--- config.mk ---
export PLATFORM = sky130hd
export DESIGN_NAME = framed_packet_parser_xor_check
export DESIGN_NICKNAME = d
export VERILOG_FILES = /design/src/design/fpx_pkg.sv /design/src/design/framed_packet_parser_xor_check.sv /design/src/design/fpx_front.sv /design/src/design/fpx_queue.sv /design/src/design/fpx_back.sv
export SDC_FILE = /design/constraint.sdc
export NUM_CORES = 1
export LEC_CHECK = 0
export BUFFER_PORTS_ARGS = -buffer_cell sky130_fd_sc_hd__buf_2
export CORE_UTILIZATION = 61
export DETAILED_ROUTE_END_ITERATION = 6
export PLACE_DENSITY = 0.8
export SLEW_MARGIN = 20
export SYNTH_ARGS = -nofsm -noshare
export SYNTH_HDL_FRONTEND = slang
export SYNTH_SLANG_ARGS = --single-unit
--- constraint.sdc ---
create_clock -name clk -period 4.2 [get_ports clk]
set_clock_uncertainty 0.15 [all_clocks]
set_input_delay 0.42 -clock clk [delete_from_list [all_inputs] [get_ports clk]]
set_output_delay 0.42 -clock clk [all_outputs]
set_load 0.01 [all_outputs]
--- src/design/fpx_pkg.sv ---
//------------------------------------------------------------------------------
// fpx_pkg: shared types for the framed packet parser
// Parse phases, event codes, register indexes and the per-byte command record
// passed from the parser front end through the queue to the output stage.
//------------------------------------------------------------------------------
package fpx_pkg;

	typedef enum logic [2:0] {
		PH_HUNT    = 3'd0,
		PH_MODULE  = 3'd1,
		PH_LENGTH  = 3'd2,
		PH_PAYLOAD = 3'd3,
		PH_CHECK   = 3'd4,
		PH_TAIL    = 3'd5
	} phase_t;

	typedef enum logic [2:0] {
		EV_NONE    = 3'd0,
		EV_DATA    = 3'd1,
		EV_GOOD    = 3'd2,
		EV_CHKERR  = 3'd3,
		EV_TAILERR = 3'd4,
		EV_TOOLONG = 3'd5
	} event_t;

	localparam logic [1:0] CFG_START_BYTE = 2'd0;
	localparam logic [1:0] CFG_END_BYTE   = 2'd1;
	localparam logic [1:0] CFG_MAX_LENGTH = 2'd2;

	localparam logic [7:0] START_BYTE_RST = 8'hA5;
	localparam logic [7:0] END_BYTE_RST   = 8'h5A;
	localparam logic [7:0] MAX_LENGTH_RST = 8'd255;

	typedef struct packed {
		logic [7:0] start_byte;
		logic [7:0] end_byte;
		logic [7:0] max_length;
	} cfg_t;

	// one record per received byte
	typedef struct packed {
		event_t     ev;
		logic [7:0] data;
		logic [7:0] idx;
		logic [7:0] module_id;
		logic [7:0] length;
	} cmd_t;

endpackage

--- src/design/framed_packet_parser_xor_check.sv ---
//------------------------------------------------------------------------------
// framed_packet_parser_xor_check: byte-stream deframer with XOR check
// Hunts for a start byte, takes a module byte, a little-endian length, the
// payload, an XOR checksum and an end byte; one result beat per input beat.
//
//   channel   handshake          payload
//   input     push / full        rx_byte
//   result    empty / pop        event_res, data_byte, payload_index,
//                                module_id, payload_length
//   config    cfg_wen            cfg_index, cfg_data
//
// One input beat per cycle while full is low; the parser registers its frame
// state on each accepted beat. Each result is written to the queue and then
// loaded into the output register once that register is empty or popped.
// Reset clears the parser to hunting, the queue and the output register, and
// restores register defaults. The queue decouples the sides: full rises only
// after QUEUE_DEPTH+1 results wait.
//------------------------------------------------------------------------------
module framed_packet_parser_xor_check import fpx_pkg::*; #(
	parameter int LENGTH_FIELD_BYTES = 4,
	parameter int QUEUE_DEPTH        = 4
) (
	input  logic       clk,
	input  logic       arst_n,
	// input beats
	input  logic       push,
	output logic       full,
	input  logic [7:0] rx_byte,
	// result beats
	output logic       empty,
	input  logic       pop,
	output logic [2:0] event_res,
	output logic [7:0] data_byte,
	output logic [7:0] payload_index,
	output logic [7:0] module_id,
	output logic [7:0] payload_length,
	// configuration writes
	input  logic       cfg_wen,
	input  logic [1:0] cfg_index,
	input  logic [7:0] cfg_data
);

	cfg_t cfg_q;
	cmd_t front_cmd;
	cmd_t q_cmd;
	cmd_t res;
	logic in_fire;
	logic q_full, q_avail, q_rd;

	// register file; an index past the list is dropped
	always_ff @(posedge clk or negedge arst_n) begin
		if (!arst_n) begin
			cfg_q.start_byte <= START_BYTE_RST;
			cfg_q.end_byte   <= END_BYTE_RST;
			cfg_q.max_length <= MAX_LENGTH_RST;
		end else if (cfg_wen) begin
			unique case (cfg_index)
				CFG_START_BYTE: cfg_q.start_byte <= cfg_data;
				CFG_END_BYTE:   cfg_q.end_byte   <= cfg_data;
				CFG_MAX_LENGTH: cfg_q.max_length <= cfg_data;
				default: begin
				end
			endcase
		end
	end

	// every accepted byte produces exactly one command, so accept only with room
	assign full    = q_full;
	assign in_fire = push && !q_full;

	fpx_front #(
		.LENGTH_FIELD_BYTES(LENGTH_FIELD_BYTES)
	) u_front (
		.clk    (clk),
		.arst_n (arst_n),
		.cfg    (cfg_q),
		.in_fire(in_fire),
		.in_byte(rx_byte),
		.cmd    (front_cmd)
	);

	fpx_queue #(
		.DEPTH(QUEUE_DEPTH)
	) u_queue (
		.clk   (clk),
		.arst_n(arst_n),
		.wr    (in_fire),
		.wr_cmd(front_cmd),
		.full  (q_full),
		.rd    (q_rd),
		.rd_cmd(q_cmd),
		.avail (q_avail)
	);

	fpx_back u_back (
		.clk    (clk),
		.arst_n (arst_n),
		.q_avail(q_avail),
		.q_cmd  (q_cmd),
		.q_rd   (q_rd),
		.pop    (pop),
		.empty  (empty),
		.res    (res)
	);

	assign event_res      = res.ev;
	assign data_byte      = res.data;
	assign payload_index  = res.idx;
	assign module_id      = res.module_id;
	assign payload_length = res.length;

endmodule

--- src/design/fpx_front.sv ---
//------------------------------------------------------------------------------
// fpx_front: frame parser front end
// Tracks the frame phase and turns every accepted byte into one command.
//------------------------------------------------------------------------------
module fpx_front import fpx_pkg::*; #(
	parameter int LENGTH_FIELD_BYTES = 4
) (
	input  logic       clk,
	input  logic       arst_n,
	input  cfg_t       cfg,
	input  logic       in_fire,
	input  logic [7:0] in_byte,
	output cmd_t       cmd
);

	localparam logic [1:0] LCOUNT_LAST = 2'(LENGTH_FIELD_BYTES - 1);

	phase_t     phase_q, phase_d;
	logic [7:0] module_q, module_d;
	logic [7:0] len_lo_q, len_lo_d;   // low byte of the length field
	logic       len_over_q, len_over_d; // some upper length byte was nonzero
	logic [1:0] lcount_q, lcount_d;
	logic [7:0] pos_q, pos_d;
	logic [7:0] xor_q, xor_d;
	logic [8:0] pos_inc;

	assign pos_inc = {1'b0, pos_q} + 9'd1;

	always_ff @(posedge clk or negedge arst_n) begin
		if (!arst_n) begin
			phase_q    <= PH_HUNT;
			module_q   <= '0;
			len_lo_q   <= '0;
			len_over_q <= 1'b0;
			lcount_q   <= '0;
			pos_q      <= '0;
			xor_q      <= '0;
		end else if (in_fire) begin
			phase_q    <= phase_d;
			module_q   <= module_d;
			len_lo_q   <= len_lo_d;
			len_over_q <= len_over_d;
			lcount_q   <= lcount_d;
			pos_q      <= pos_d;
			xor_q      <= xor_d;
		end
	end

	always_comb begin
		phase_d    = phase_q;
		module_d   = module_q;
		len_lo_d   = len_lo_q;
		len_over_d = len_over_q;
		lcount_d   = lcount_q;
		pos_d      = pos_q;
		xor_d      = xor_q;

		cmd.ev        = EV_NONE;
		cmd.data      = in_byte;
		cmd.idx       = pos_q;
		cmd.module_id = module_q;
		cmd.length    = len_lo_q;

		unique case (phase_q)
			PH_MODULE: begin
				module_d = in_byte;
				phase_d  = PH_LENGTH;
			end
			PH_LENGTH: begin
				// little-endian: only the first byte lands in the low byte
				if (lcount_q == 2'd0) begin
					len_lo_d = len_lo_q | in_byte;
				end else begin
					len_over_d = len_over_q | (in_byte != 8'd0);
				end
				lcount_d = lcount_q + 2'd1;
				if (lcount_q == LCOUNT_LAST) begin
					lcount_d = '0;
					pos_d    = '0;
					xor_d    = '0;
					phase_d  = (!len_over_d && len_lo_d == 8'd0) ? PH_CHECK : PH_PAYLOAD;
				end
			end
			PH_PAYLOAD: begin
				if (pos_q == 8'd0 && (len_over_q || len_lo_q > cfg.max_length)) begin
					cmd.ev   = EV_TOOLONG;
					phase_d  = PH_HUNT;
					lcount_d = '0;
					pos_d    = '0;
					xor_d    = '0;
				end else begin
					cmd.ev = EV_DATA;
					xor_d  = xor_q ^ in_byte;
					pos_d  = pos_inc[7:0];
					if (pos_inc >= {1'b0, len_lo_q}) begin
						phase_d = PH_CHECK;
					end
				end
			end
			PH_CHECK: begin
				if (in_byte != xor_q) begin
					cmd.ev   = EV_CHKERR;
					phase_d  = PH_HUNT;
					lcount_d = '0;
					pos_d    = '0;
					xor_d    = '0;
				end else begin
					phase_d = PH_TAIL;
				end
			end
			PH_TAIL: begin
				cmd.ev   = (in_byte == cfg.end_byte) ? EV_GOOD : EV_TAILERR;
				phase_d  = PH_HUNT;
				lcount_d = '0;
				pos_d    = '0;
				xor_d    = '0;
			end
			default: begin
				// hunting, and any unused phase code
				if (in_byte == cfg.start_byte) begin
					phase_d    = PH_MODULE;
					len_lo_d   = '0;
					len_over_d = 1'b0;
					lcount_d   = '0;
					pos_d      = '0;
					xor_d      = '0;
				end else begin
					phase_d = PH_HUNT;
				end
			end
		endcase
	end

endmodule

--- src/design/fpx_queue.sv ---
//------------------------------------------------------------------------------
// fpx_queue: command queue between parser and output stage
// Small register FIFO; write and read may happen in the same cycle.
//------------------------------------------------------------------------------
module fpx_queue import fpx_pkg::*; #(
	parameter int DEPTH = 4
) (
	input  logic clk,
	input  logic arst_n,
	input  logic wr,
	input  cmd_t wr_cmd,
	output logic full,
	input  logic rd,
	output cmd_t rd_cmd,
	output logic avail
);

	localparam int PW = $clog2(DEPTH);
	localparam int CW = $clog2(DEPTH + 1);

	cmd_t          slot_q [DEPTH];
	logic [PW-1:0] wptr_q, rptr_q;
	logic [CW-1:0] count_q;
	logic          do_wr, do_rd;

	assign full   = (count_q == CW'(DEPTH));
	assign avail  = (count_q != '0);
	assign do_wr  = wr && !full;
	assign do_rd  = rd && avail;
	assign rd_cmd = slot_q[rptr_q];

	always_ff @(posedge clk) begin
		if (do_wr) begin
			slot_q[wptr_q] <= wr_cmd;
		end
	end

	always_ff @(posedge clk or negedge arst_n) begin
		if (!arst_n) begin
			wptr_q  <= '0;
			rptr_q  <= '0;
			count_q <= '0;
		end else begin
			if (do_wr) begin
				wptr_q <= (wptr_q == PW'(DEPTH - 1)) ? '0 : wptr_q + 1'b1;
			end
			if (do_rd) begin
				rptr_q <= (rptr_q == PW'(DEPTH - 1)) ? '0 : rptr_q + 1'b1;
			end
			case ({do_wr, do_rd})
				2'b10:   count_q <= count_q + 1'b1;
				2'b01:   count_q <= count_q - 1'b1;
				default: count_q <= count_q;
			endcase
		end
	end

endmodule

--- src/design/fpx_back.sv ---
//------------------------------------------------------------------------------
// fpx_back: result output stage
// Formats a queued command into result fields and holds it until popped.
//------------------------------------------------------------------------------
module fpx_back import fpx_pkg::*; (
	input  logic clk,
	input  logic arst_n,
	input  logic q_avail,
	input  cmd_t q_cmd,
	output logic q_rd,
	input  logic pop,
	output logic empty,
	output cmd_t res
);

	logic valid_q;
	cmd_t res_q;
	cmd_t fmt;

	// fields not meaningful for an event read as zero
	always_comb begin
		fmt    = q_cmd;
		unique case (q_cmd.ev) inside
			EV_DATA: begin
			end
			EV_GOOD, EV_CHKERR, EV_TAILERR: begin
				fmt.data = '0;
				fmt.idx  = '0;
			end
			EV_TOOLONG: begin
				fmt.data   = '0;
				fmt.idx    = '0;
				fmt.length = '0;
			end
			default: begin
				fmt.data      = '0;
				fmt.idx       = '0;
				fmt.module_id = '0;
				fmt.length    = '0;
			end
		endcase
	end

	assign q_rd  = q_avail && (!valid_q || pop);
	assign empty = !valid_q;
	assign res   = res_q;

	always_ff @(posedge clk or negedge arst_n) begin
		if (!arst_n) begin
			valid_q <= 1'b0;
		end else if (q_rd) begin
			valid_q <= 1'b1;
		end else if (pop) begin
			valid_q <= 1'b0;
		end
	end

	always_ff @(posedge clk) begin
		if (q_rd) begin
			res_q <= fmt;
		end
	end

endmodule
* After elaboration in Yosys (flattened, before gate mapping)
Memory sizes are Yosys's and may differ from the RTL's.
Cells that the tools add are included.
** Storage, ports and cells
- Bits in registers :: 105
- RAM bits :: 140
- Input port bits :: 23
- Output and inout port bits :: 37
- Word-level logic and storage cells :: 127
- Memories :: 1
** Memory list
- u_queue.slot_q :: words 4, bits a word 35, rd ports 1, clocked after Yosys merged registers in 0, wr ports 1, RTL line fpx_queue.sv:21 : cmd_t slot_q [DEPTH];
** Cells by class
- $add $sub $neg :: 6
- Magnitude comparators :: 2
- Eq/ne operators :: 25
- Muxes and demuxes :: 37
- Bitwise gates (word level) :: 5
- Reductions and logical operators :: 32
** Operator list (count)
- one-hot mux 8 bit (5 select lines) :: 2
- 2-to-1 mux 8 bit :: 7
- 2-to-1 mux 3 bit :: 7
- == test 8 bit :: 2
- zero test 8 bit :: 2
- one-hot mux 8 bit (2 select lines) :: 1
- == test 3 bit, second input constant :: 5
- one-hot mux 3 bit (5 select lines) :: 1
- 2-to-1 mux 2 bit :: 7
- == test 3 x 2 -> 1 bit, second input constant :: 4
- == test 2 bit, second input constant :: 5
- one-hot mux 2 bit (5 select lines) :: 1
- AND reduction 5 bit :: 2
- adder 8 x 1 -> 9 bit, second input constant :: 1
- greater-or-equal comparator 9 x 8 -> 1 bit :: 1
- one-hot mux 3 bit (3 select lines) :: 1
- greater-than comparator 8 bit :: 1
- 2-to-1 mux 1 bit :: 8
- != test 8 bit :: 1
- bitwise OR 8 bit :: 1
- AND reduction 2 bit :: 4
- nonzero test 8 bit :: 1
- OR reduction 4 bit :: 2
- bitwise XOR 8 bit :: 1
- 20 further kinds :: 39

* Logic depth before layout (Yosys ltp)
Gate-level depths: netlist of the first run.
- Depth in word-level cells :: 9
- Gate-level depth with buffers :: 10
- Gate-level depth less buffers :: 10

* Modules after synthesis
From an unflattened synthesis of the first run, not the netlist that was laid out.
** Second synthesis, totals
- Cells, all modules :: 656
- Area total of the unflattened synthesis :: 10705.3 um^2
** By module, submodules not included
- fpx_queue :: times used 1, cells each 223, area each 5560.3 um^2
- fpx_front :: times used 1, cells each 303, area each 2841.5 um^2
- fpx_back :: times used 1, cells each 78, area each 1365.1 um^2
- framed_packet_parser_xor_check :: times used 1, cells each 52, area each 938.4 um^2

* Worst setup path before layout of the first run
No wires, ideal clock.
- Kind :: input to register
- Start point :: in pop
- End point :: reg u_queue.count_q[2]
- Setup time :: 0.079 ns
- Data arrival time :: 3.566 ns
- Data required time :: 3.971 ns
- Setup slack :: 0.405 ns
- Stages on the path :: 8
- Path buffers :: 0
- Path through :: inv_1 > a21oi_1 > ha_1 > inv_1 > fa_1 > xor2_1 > nor2_1 > xor2_1
** Between the ends
- Longest elaborated chain between the ends :: 5
** Ends and longest elaborated chain
- from (decl) :: RTL line framed_packet_parser_xor_check.sv:31 : input logic pop,
- logical OR 1 bit (*) :: RTL line fpx_back.sv:44 : assign q_rd = q_avail && (!valid_q || pop);
- logical AND 1 bit (*) :: RTL line fpx_back.sv:44
- via q_rd :: RTL line framed_packet_parser_xor_check.sv:48 : logic q_full, q_avail, q_rd;
- logical AND 1 bit (*) :: RTL line fpx_queue.sv:29 : assign do_rd = rd && avail;
- == test 2 x 1 -> 1 bit or == test 2 bit (tied branches) :: RTL line fpx_queue.sv:50 : case ({do_wr, do_rd})
- one-hot mux 3 bit (2 select lines) or nonzero test 2 bit (tied branches)
- to (signal assigned) :: RTL line fpx_queue.sv:51 : 2'b10: count_q <= count_q + 1'b1;
- to (signal assigned) :: RTL line fpx_queue.sv:52 : 2'b01: count_q <= count_q - 1'b1;
- to (signal assigned) :: RTL line fpx_queue.sv:53 : default: count_q <= count_q;
- to (decl) :: RTL line fpx_queue.sv:23 : logic [CW-1:0] count_q;
The timed path passes the listed nets; every way through them passes the cells marked *.
A chain may end at the register's enable or synchronous reset.

* Final worst setup path of the first run
- Start point :: reg u_front.pos_q[1]
- End point :: reg u_front.phase_q[0]
** Between the ends
- Longest elaborated chain between the ends :: 4
** Ends and longest elaborated chain
- from (decl) :: RTL line fpx_front.sv:23 : logic [7:0] pos_q, pos_d;
- from (signal assigned) :: RTL line fpx_front.sv:44 : pos_q <= pos_d;
- adder 8 x 1 -> 9 bit or zero test 8 bit (tied branches) :: RTL line fpx_front.sv:27, fpx_front.sv:85
- greater-or-equal comparator 9 x 8 -> 1 bit or logical AND 1 bit (tied branches) :: RTL line fpx_front.sv:95, fpx_front.sv:85
- != test 3 x 1 -> 1 bit (no source line) or 2-to-1 mux 3 bit (tied branches)
- AND reduction 3 bit (no source line) or one-hot mux 3 bit (5 select lines) (tied branches)
- to (signal assigned) :: RTL line fpx_front.sv:39 : phase_q <= phase_d;
- to (decl) :: RTL line fpx_front.sv:18 : phase_t phase_q, phase_d;
Several ways; a longest one is shown, not always the timed one.

==> results of run 1 <==
[final cells by class]
class	instances	area (µm²)
Fill cell	1028	4830
Multi-Input combinational cell	345	3160
Inverter	33	124
Clock inverter	7	111
Tap cell	220	275
Clock buffer	37	717
Timing Repair Buffer	71	397
Sequential cell	245	7030
[cells in the mapped netlist, types with 4 or more instances]
cell type  instances
inv_1             33
nor2_1            29
buf_2              7
mux4_2            35
nand4_1            8
and3_1            18
o21ai_0           17
nor3_1             6
dfstp_2           16
ha_1              26
nand3_1           15
edfxtp_1         175
nor2b_1           19
o21ai_1            9
xnor2_1           29
buf_6              8
dfrtp_1           54
a21oi_1           16
nand2_1           11
xor2_1             5
mux2_2            37
nor4_1             4
clkbuf_1           7
nand2b_1          12
o2bb2ai_1          9
and2_1             5
[routing by layer]
layer  global-route usage  up-vias  wire length, µm
li1                     -     2589                -
met1                0.349     3016             8640
met2                0.411      270            10500
met3               0.0322       63             1430
met4                0.101        0              811
met5                    0        -                0
[worst min-delay path by stage]
stage / end / slack [ns] / cells after the start / start
floorplan: cfg_q[10]$_DFFE_PN0P_ / -0.03 / 0 / arst_n
global placement: u_queue.count_q[2]$_DFFE_PN0P_ / 0.32 / 1 / u_queue.count_q[2]$_DFFE_PN0P_
detailed placement: u_queue.count_q[2]$_DFFE_PN0P_ / 0.35 / 1 / u_queue.count_q[2]$_DFFE_PN0P_
CTS: u_queue.count_q[0]$_DFFE_PN0P_ / 0.009 / 1 / arst_n
global route: cfg_q[15]$_DFFE_PN0P_ / 0.04 / 2 / cfg_data[7]
finish: cfg_q[23]$_DFFE_PN1P_ / 0.02 / 2 / cfg_data[7]
[power breakdown]
| part | internal [µW] | switching [µW] |
|---|---|---|
| sequential | 3500 | 453 |
| combinational | 1050 | 1360 |
| clock | 1360 | 861 |
| total | 5910 | 2680 |
[sequential cells by signal, indices dropped and copies added (netlist names), 3 cells and up]
register          cells
u_queue.slot_q      140
cfg_q                24
u_front.phase_q       3
u_front.module_q      8
u_front.pos_q         8
u_front.xor_q         8
u_front.len_lo_q      8
u_queue.count_q       3
u_back.res           35
[repair_timing]
item / 4_1_cts / 5_1_grt
hold buffers: 1 / 1
endpoints found under the hold margin: 1 / 46
setup buffers: 0 / 0
[through the flow]
step | hold WS, ns | cell area (µm²) | utilization
2_1_floorplan | -0.0256 | 10500 | -
3_3_place_gp | 0.322 | 10900 | 0.658
3_5_place_dp | 0.348 | 10900 | 0.658
4_1_cts | 0.00864 | 11800 | 0.708
5_1_grt | 0.0350 | 11800 | 0.710
6_report | 0.0247 | 11800 | 0.710
[cell families (layout without fill, tap and decap cells)]
family,count (synthesis),after routing
xor gates and xnor gates,34,34
adders and majority gates,27,27
and+or+nand+nor,138,138
DFF,245,245
AOI/OAI and AO/OA,72,72
buffers and inverters,59,148
muxes,74,74
[critical path, cell delays in order, from the launching register on]
cell and delay (ns):
dfrtp_1 0.50, ha_1 0.31, nand3_1 0.17, nor2_1 0.27
xor2_1 0.25, ha_1 0.30, a21oi_1 0.15, nor2b_1 0.06
a311oi_1 0.32, a31oi_2 0.18, mux2_2 0.32
==> flow_metrics.py, run 1 <==
metrics = {
    "clock_tree": {
        "cts_max_path_buffers": 3,
        "cts_tree": "yes",
        "cts.sinks": 245,
        "clkTransAtPathRegs_ns": 0.06,
        "cts-buffers-inserted": 24,
        "cts-root-buf": "clkbuf_16",
        "cts_resized": 0,
        "cts_htree_levels": 1,
        "clk_latency_ns": 0.51,
    },
    "layout": {
        "layout_commonest_cell": "edfxtp_1",
        "drive_above_1_share": 0.287,
        "syn_to_final_growth_pct": 12.8,
        "final_cell_mix": "175 x edfxtp_1, 58 x buf_2, 53 x dfrtp_1",
        "antenna_cells": 0,
        "nets": 770,
        "instances_no_fill": 958,
    },
    "sta": {
        "fin_crit_ns": 3.09,
        "finalCritPeriodShare": 0.735,
        "layout_setup_ws_ns": 1.11,
        "rsz0062_at_grt": "false",
        "setup_tns_ns": 0,
        "max_freq_mhz": 324,
        "setup_viol": 0,
        "tightest_slew_ns": 0.778,
        "hold_viol": 0,
        "slew_headroom": 0.480,
        "maxSlewViolCount": 0,
    },
    "power_and_ir_drop": {
        "power_uw": 8590,
        "power_leakage_uw": 0.00449,
        "peakVddDrop_uv": 415,
        "powerDensity_nw_per_um2": 727,
    },
    "logic_synthesis": {
        "synth_ff_type": "edfxtp_1",
        "ys_warn_count": 0,
        "async_reset_ff_frac": 0.286,
        "synth_top_area_cell": "edfxtp_1",
        "syn_inst": 649,
        "synthTopCellsByArea": "edfxtp_1 50%, dfrtp_1 13%, mux4_2 7.5%",
        "synth_top_family_by_area": "multiplexers",
        "post_synth_num_cell_types": 59,
        "ys_seq_elements": 245,
        "synth_compound_area_frac": 0.0488,
        "synth_area_um2": 10500,
        "synth_xor_area_frac": 0.0284,
        "synth_edf_count": 175,
        "synthesis.nets": 699,
        "synthAdderAreaFrac": 0.0330,
        "yosysSeqAreaShare": 0.671,
        "synth-simple-area-share": 0.0732,
        "avgSynthCellArea_um2": 16.1,
        "synth_top_area_frac": 0.502,
        "yosys-mux-area-fraction": 0.117,
    },
    "die": {
        "start_util": 0.629,
        "core_region_area_um2": 16600,
        "fp-row-count": 47,
        "die_x_um": 133,
        "die_area_um2": 17700,
        "ios": 60,
        "die_h_um": 133,
    },
    "worst_setup_path": {
        "crit_arrival_ns": 3.34,
        "r2r_cells": 10,
        "timing.rr.start": "u_front.pos_q[1]$_DFFE_PN0P_",
        "crit_end": "u_front.phase_q[0]$_DFFE_PN0P_",
        "regToRegEndpoint": "u_front.phase_q[0]$_DFFE_PN0P_",
        "cp-end-kind": "register",
        "crit_start": "u_front.pos_q[1]$_DFFE_PN0P_",
        "cp.required_ns": 4.45,
        "critPathLaunchType": "register",
        "rrSetupSlack_ns": 1.11,
        "path_class": "reg2reg",
        "cp_max_fo": 8,
    },
    "placement": {
        "dp.cells": 911,
        "pre_cts_ws_ns": 1.24,
        "io_buffers": 59,
        "gp_congestion": 1.07,
        "hpwl_um": 13700,
    },
    "global_routing": {
        "grt_max_degree": 48,
        "antenna_found_initial": 0,
        "grtUsageTotal": 0.252,
        "grt_overflow_total": 0,
        "first_global_vias": 6052,
        "grt_pass1_wl_um": 33800,
    },
    "run_status": {
        "status": "complete, no violations",
    },
    "route": {
        "postRouteAntennaNets": 0,
        "drt-vias-per-instance": 6.20,
        "wl_per_cell_um": 22.3,
        "drt_first_pass_iters": 5,
        "drc": 0,
        "vias": 5938,
        "initialDrtViolationCount": 620,
        "wl_um": 21300,
    },
    "run": {
        "maxCapViolCount": 0,
    },
    "worst_hold_path": {
        "hold_class": "in2reg",
    },
}
(Power assumes the default switching activity.)
==> run 2, diff against run 1 <==
Settings changed: ABC_AREA set to 1, CORE_UTILIZATION 61 to 55, PLACE_DENSITY 0.8 to 0.76.
Clock period 4.2 ns to 2.7 ns, I/O delays scaled along.
==> run 2 against run 1 <==
  * Clock power is 54% higher
  * First-iteration DRC count is 1.6% lower
  * Non-clock buffer count rose by 41
  * Hold slack got worse by 0.015 ns
  * Synthesized area rose by 1.8%
  * Clock-buffer cell count shrank 6
  * Wire length increased by 6.3%
  * Utilization down 4.4 points
  * Largest cell class unchanged
  * Highest routed layer unchanged
==> flow_metrics.py, run 2 <==
metrics = {
    "logic_synthesis": {
        "synth_edf_count": 175,
        "synth_top_area_frac": 0.493,
        "synth_common_cells": "175 x edfxtp_1, 164 x nor2_1, 136 x nand2_1",
        "post_synth_num_cell_types": 46,
        "synth_area_um2": 10700,
        "synthesis.nets": 1016,
        "syn_inst": 966,
        "ys_seq_elements": 245,
        "ys_warn_count": 0,
        "yosysSeqAreaShare": 0.660,
        "synthTopCellsByArea": "edfxtp_1 49%, dfrtp_1 13%, nor2_1 5.8%",
        "synth.most_common_cell": "edfxtp_1",
        "avgSynthCellArea_um2": 11.0,
        "synth_top_area_cell": "edfxtp_1",
        "async_reset_ff_frac": 0.286,
        "synth_ff_type": "edfxtp_1",
    },
    "clock_tree": {
        "cts.sinks": 245,
        "cts_tree": "yes",
        "cts_max_path_buffers": 3,
        "cts_htree_levels": 1,
        "cts-root-buf": "clkbuf_16",
        "clkTransAtPathRegs_ns": 0.06,
        "clk_latency_ns": 0.53,
        "cts-buffers-inserted": 25,
    },
    "worst_setup_path": {
        "crit_end": "u_front.phase_q[0]$_DFFE_PN0P_",
        "path_class": "reg2reg",
        "cp_num_cells": 16,
        "cp_cell_sequence": "buf_6 -> nand2_1 -> nor2_2 -> nand3_2 -> xor2_1 -> inv_1 -> ha_1 -> nand2_1 -> inv_1 -> nand3_1 -> nor4b_2 -> nor2_1 -> nand3_2 -> nand2_2 -> nand2_1 -> nand2_1",
        "cp.required_ns": 2.96,
        "crit_slowest_cell": "dfrtp_2",
        "slowest_delay_ns": 0.44,
        "worst-path-buf-inv": 3,
        "cp-end-kind": "register",
        "timing.rr.start": "u_front.pos_q[0]$_DFFE_PN0P_",
        "rrSetupSlack_ns": 0.1,
        "path_common_cell": "nand2_1",
        "crit_start": "u_front.pos_q[0]$_DFFE_PN0P_",
        "r2r_cells": 16,
        "regToRegEndpoint": "u_front.phase_q[0]$_DFFE_PN0P_",
        "cp_max_fo": 6,
        "crit_arrival_ns": 2.87,
        "critPathTopFamily": "simple AND/OR/NAND/NOR gates",
        "critPathLaunchType": "register",
    },
    "layout": {
        "largest_reg_flops": 140,
        "antenna_cells": 0,
        "syn_to_final_growth_pct": 17.7,
        "regMostFlops": "u_queue.slot_q",
        "nets": 1117,
        "instances_no_fill": 1346,
        "final_cell_mix": "175 x edfxtp_1, 159 x nor2_1, 133 x nand2_1",
        "layout_commonest_cell": "edfxtp_1",
        "drive_above_1_share": 0.188,
    },
    "run_status": {
        "status": "complete, no violations",
    },
    "power_and_ir_drop": {
        "pwr-share-seq": 0.423,
        "clockPowerShare": 0.243,
        "pwr-share-comb": 0.335,
        "p_sw_frac": 0.357,
        "switchingPower_uw": 5020,
        "power_uw": 14100,
        "internal-power_uw": 9030,
        "powerDensity_nw_per_um2": 1120,
        "power_leakage_uw": 0.00519,
        "peakVddDrop_uv": 552,
    },
    "global_routing": {
        "grtUsageTotal": 0.234,
        "grt_overflow_total": 0,
        "grt_max_degree": 71,
        "grt_pass1_wl_um": 36000,
        "antenna_found_initial": 0,
        "first_global_vias": 7038,
    },
    "route": {
        "drt-vias-per-instance": 5.42,
        "postRouteAntennaNets": 0,
        "wl_um": 22700,
        "vias": 7296,
        "drc": 0,
        "wl_per_cell_um": 16.9,
        "initialDrtViolationCount": 610,
        "drt_first_pass_iters": 5,
    },
    "sta": {
        "setup_viol": 0,
        "slew_headroom": 0.621,
        "rsz0062_at_grt": "true",
        "max_freq_mhz": 384,
        "tightest_slew_ns": 0.562,
        "finalCritPeriodShare": 0.964,
        "maxSlewViolCount": 0,
        "fin_crit_ns": 2.60,
        "layout_setup_ws_ns": 0.0965,
        "hold_viol": 0,
    },
    "die": {
        "die_h_um": 141,
        "ios": 60,
        "core_region_area_um2": 18800,
        "die_area_um2": 19900,
        "die_x_um": 141,
        "fp-row-count": 50,
        "start_util": 0.566,
    },
    "placement": {
        "gp_congestion": 0.892,
        "dp.cells": 1279,
        "hpwl_um": 13800,
        "pre_cts_ws_ns": -0.0158,
        "io_buffers": 59,
    },
    "worst_hold_path": {
        "hold_class": "in2reg",
    },
    "run": {
        "maxCapViolCount": 0,
    },
}
-- run 2: changes by cell type after synthesis, sizes merged, moves of 12 or more --
cell / delta
nor2b: -20
mux4: -35
nand2b: -12
nand2: +129
nor2: +140
o21ai: +87
inv: +52
a21oi: +31
nand3: +17
xor2: +20
mux2: -38
xnor2: -24
and3: -18
-- run 2: worst min-delay path by stage --
stage / start / endpoint / slack [ns] / depth (start not counted)
6_report: rx_byte[3] / u_queue.slot_q[1][27]$_DFFE_PP_ / 0.01 / 1
5_1_grt: rx_byte[3] / u_queue.slot_q[1][27]$_DFFE_PP_ / 0.02 / 1
4_1_cts: rx_byte[3] / u_queue.slot_q[1][27]$_DFFE_PP_ / 0.006 / 1
3_5_place_dp: arst_n / u_queue.rptr_q[1]$_DFFE_PN0P_ / 0.18 / 2
3_3_place_gp: arst_n / u_queue.rptr_q[1]$_DFFE_PN0P_ / 0.18 / 2
2_1_floorplan: arst_n / cfg_q[10]$_DFFE_PN0P_ / -0.18 / 0
-- run 2: final cells by class --
class | instances | area (µm²)
well taps | 260 | 325
repair buffers | 112 | 795
fillers | 1361 | 6290
flip-flops and latches | 245 | 7030
clock inverters | 15 | 139
clock buffers | 31 | 678
inverters | 86 | 328
multi-input cells | 597 | 3240
-- run 2: cell families (layout without fill, tap and decap cells) --
group	Yosys count	after routing	share of synthesized area
compound gates	177	177	0.0884
buf+inv	124	244	0.0497
xor+xnor	30	30	0.0247
simple gates	363	363	0.145
flops	245	245	0.660
fa+ha+maj	27	27	0.0324
-- run 2: power by group through the flow --
stage,Sequential [µW],Combinational [µW],Clock (µW)
final,5940,4700,3410
after global routing,6030,5290,3590
after floorplan,6050,2910,0
after CTS,5920,4590,3450
after detailed placement,5990,4520,0
after global placement,5950,4400,0
-- run 2: routing by layer --
| metal | share of wire | global-route usage |
|---|---|---|
| met1 | 0.43 | 0.307 |
| met4 | 0.022 | 0.0807 |
| met5 | 0 | 0 |
| met2 | 0.49 | 0.400 |
| met3 | 0.062 | 0.0316 |
-- run 2: worst reg2reg max path: cells and delay by family (launching register included) --
kind	cells	cell delay [ns]
flip-flops	1	0.44
buffers and inverters	3	0.29
AND/OR/NAND/NOR	11	1.11
adder cells (fa/ha/maj)	1	0.28
XOR/XNOR	1	0.25
-- run 2: per-stage QoR --
| step | hold WS [ns] | instance area [µm²] | utilization | setup TNS [ns] |
|---|---|---|---|---|
| final | 0.00983 | 12500 | 0.666 | 0 |
| after global routing | 0.0193 | 12500 | 0.666 | -0.341 |
| after CTS | 0.00612 | 12400 | 0.657 | 0 |
| after detailed placement | 0.183 | 11400 | 0.607 | -0.0464 |
| after global placement | 0.180 | 11400 | 0.607 | 0 |
| after floorplan | -0.176 | 10700 | - | -21.16 |
-- run 2: repair_timing --
item                                   in CTS  in global routing
setup endpoints to repair                   3                  3
resized for setup                           1                 19
pin swaps                                   0                 10
hold buffers                               14                  0
endpoints found under the hold margin     115                  0
setup buffers                               0                  7
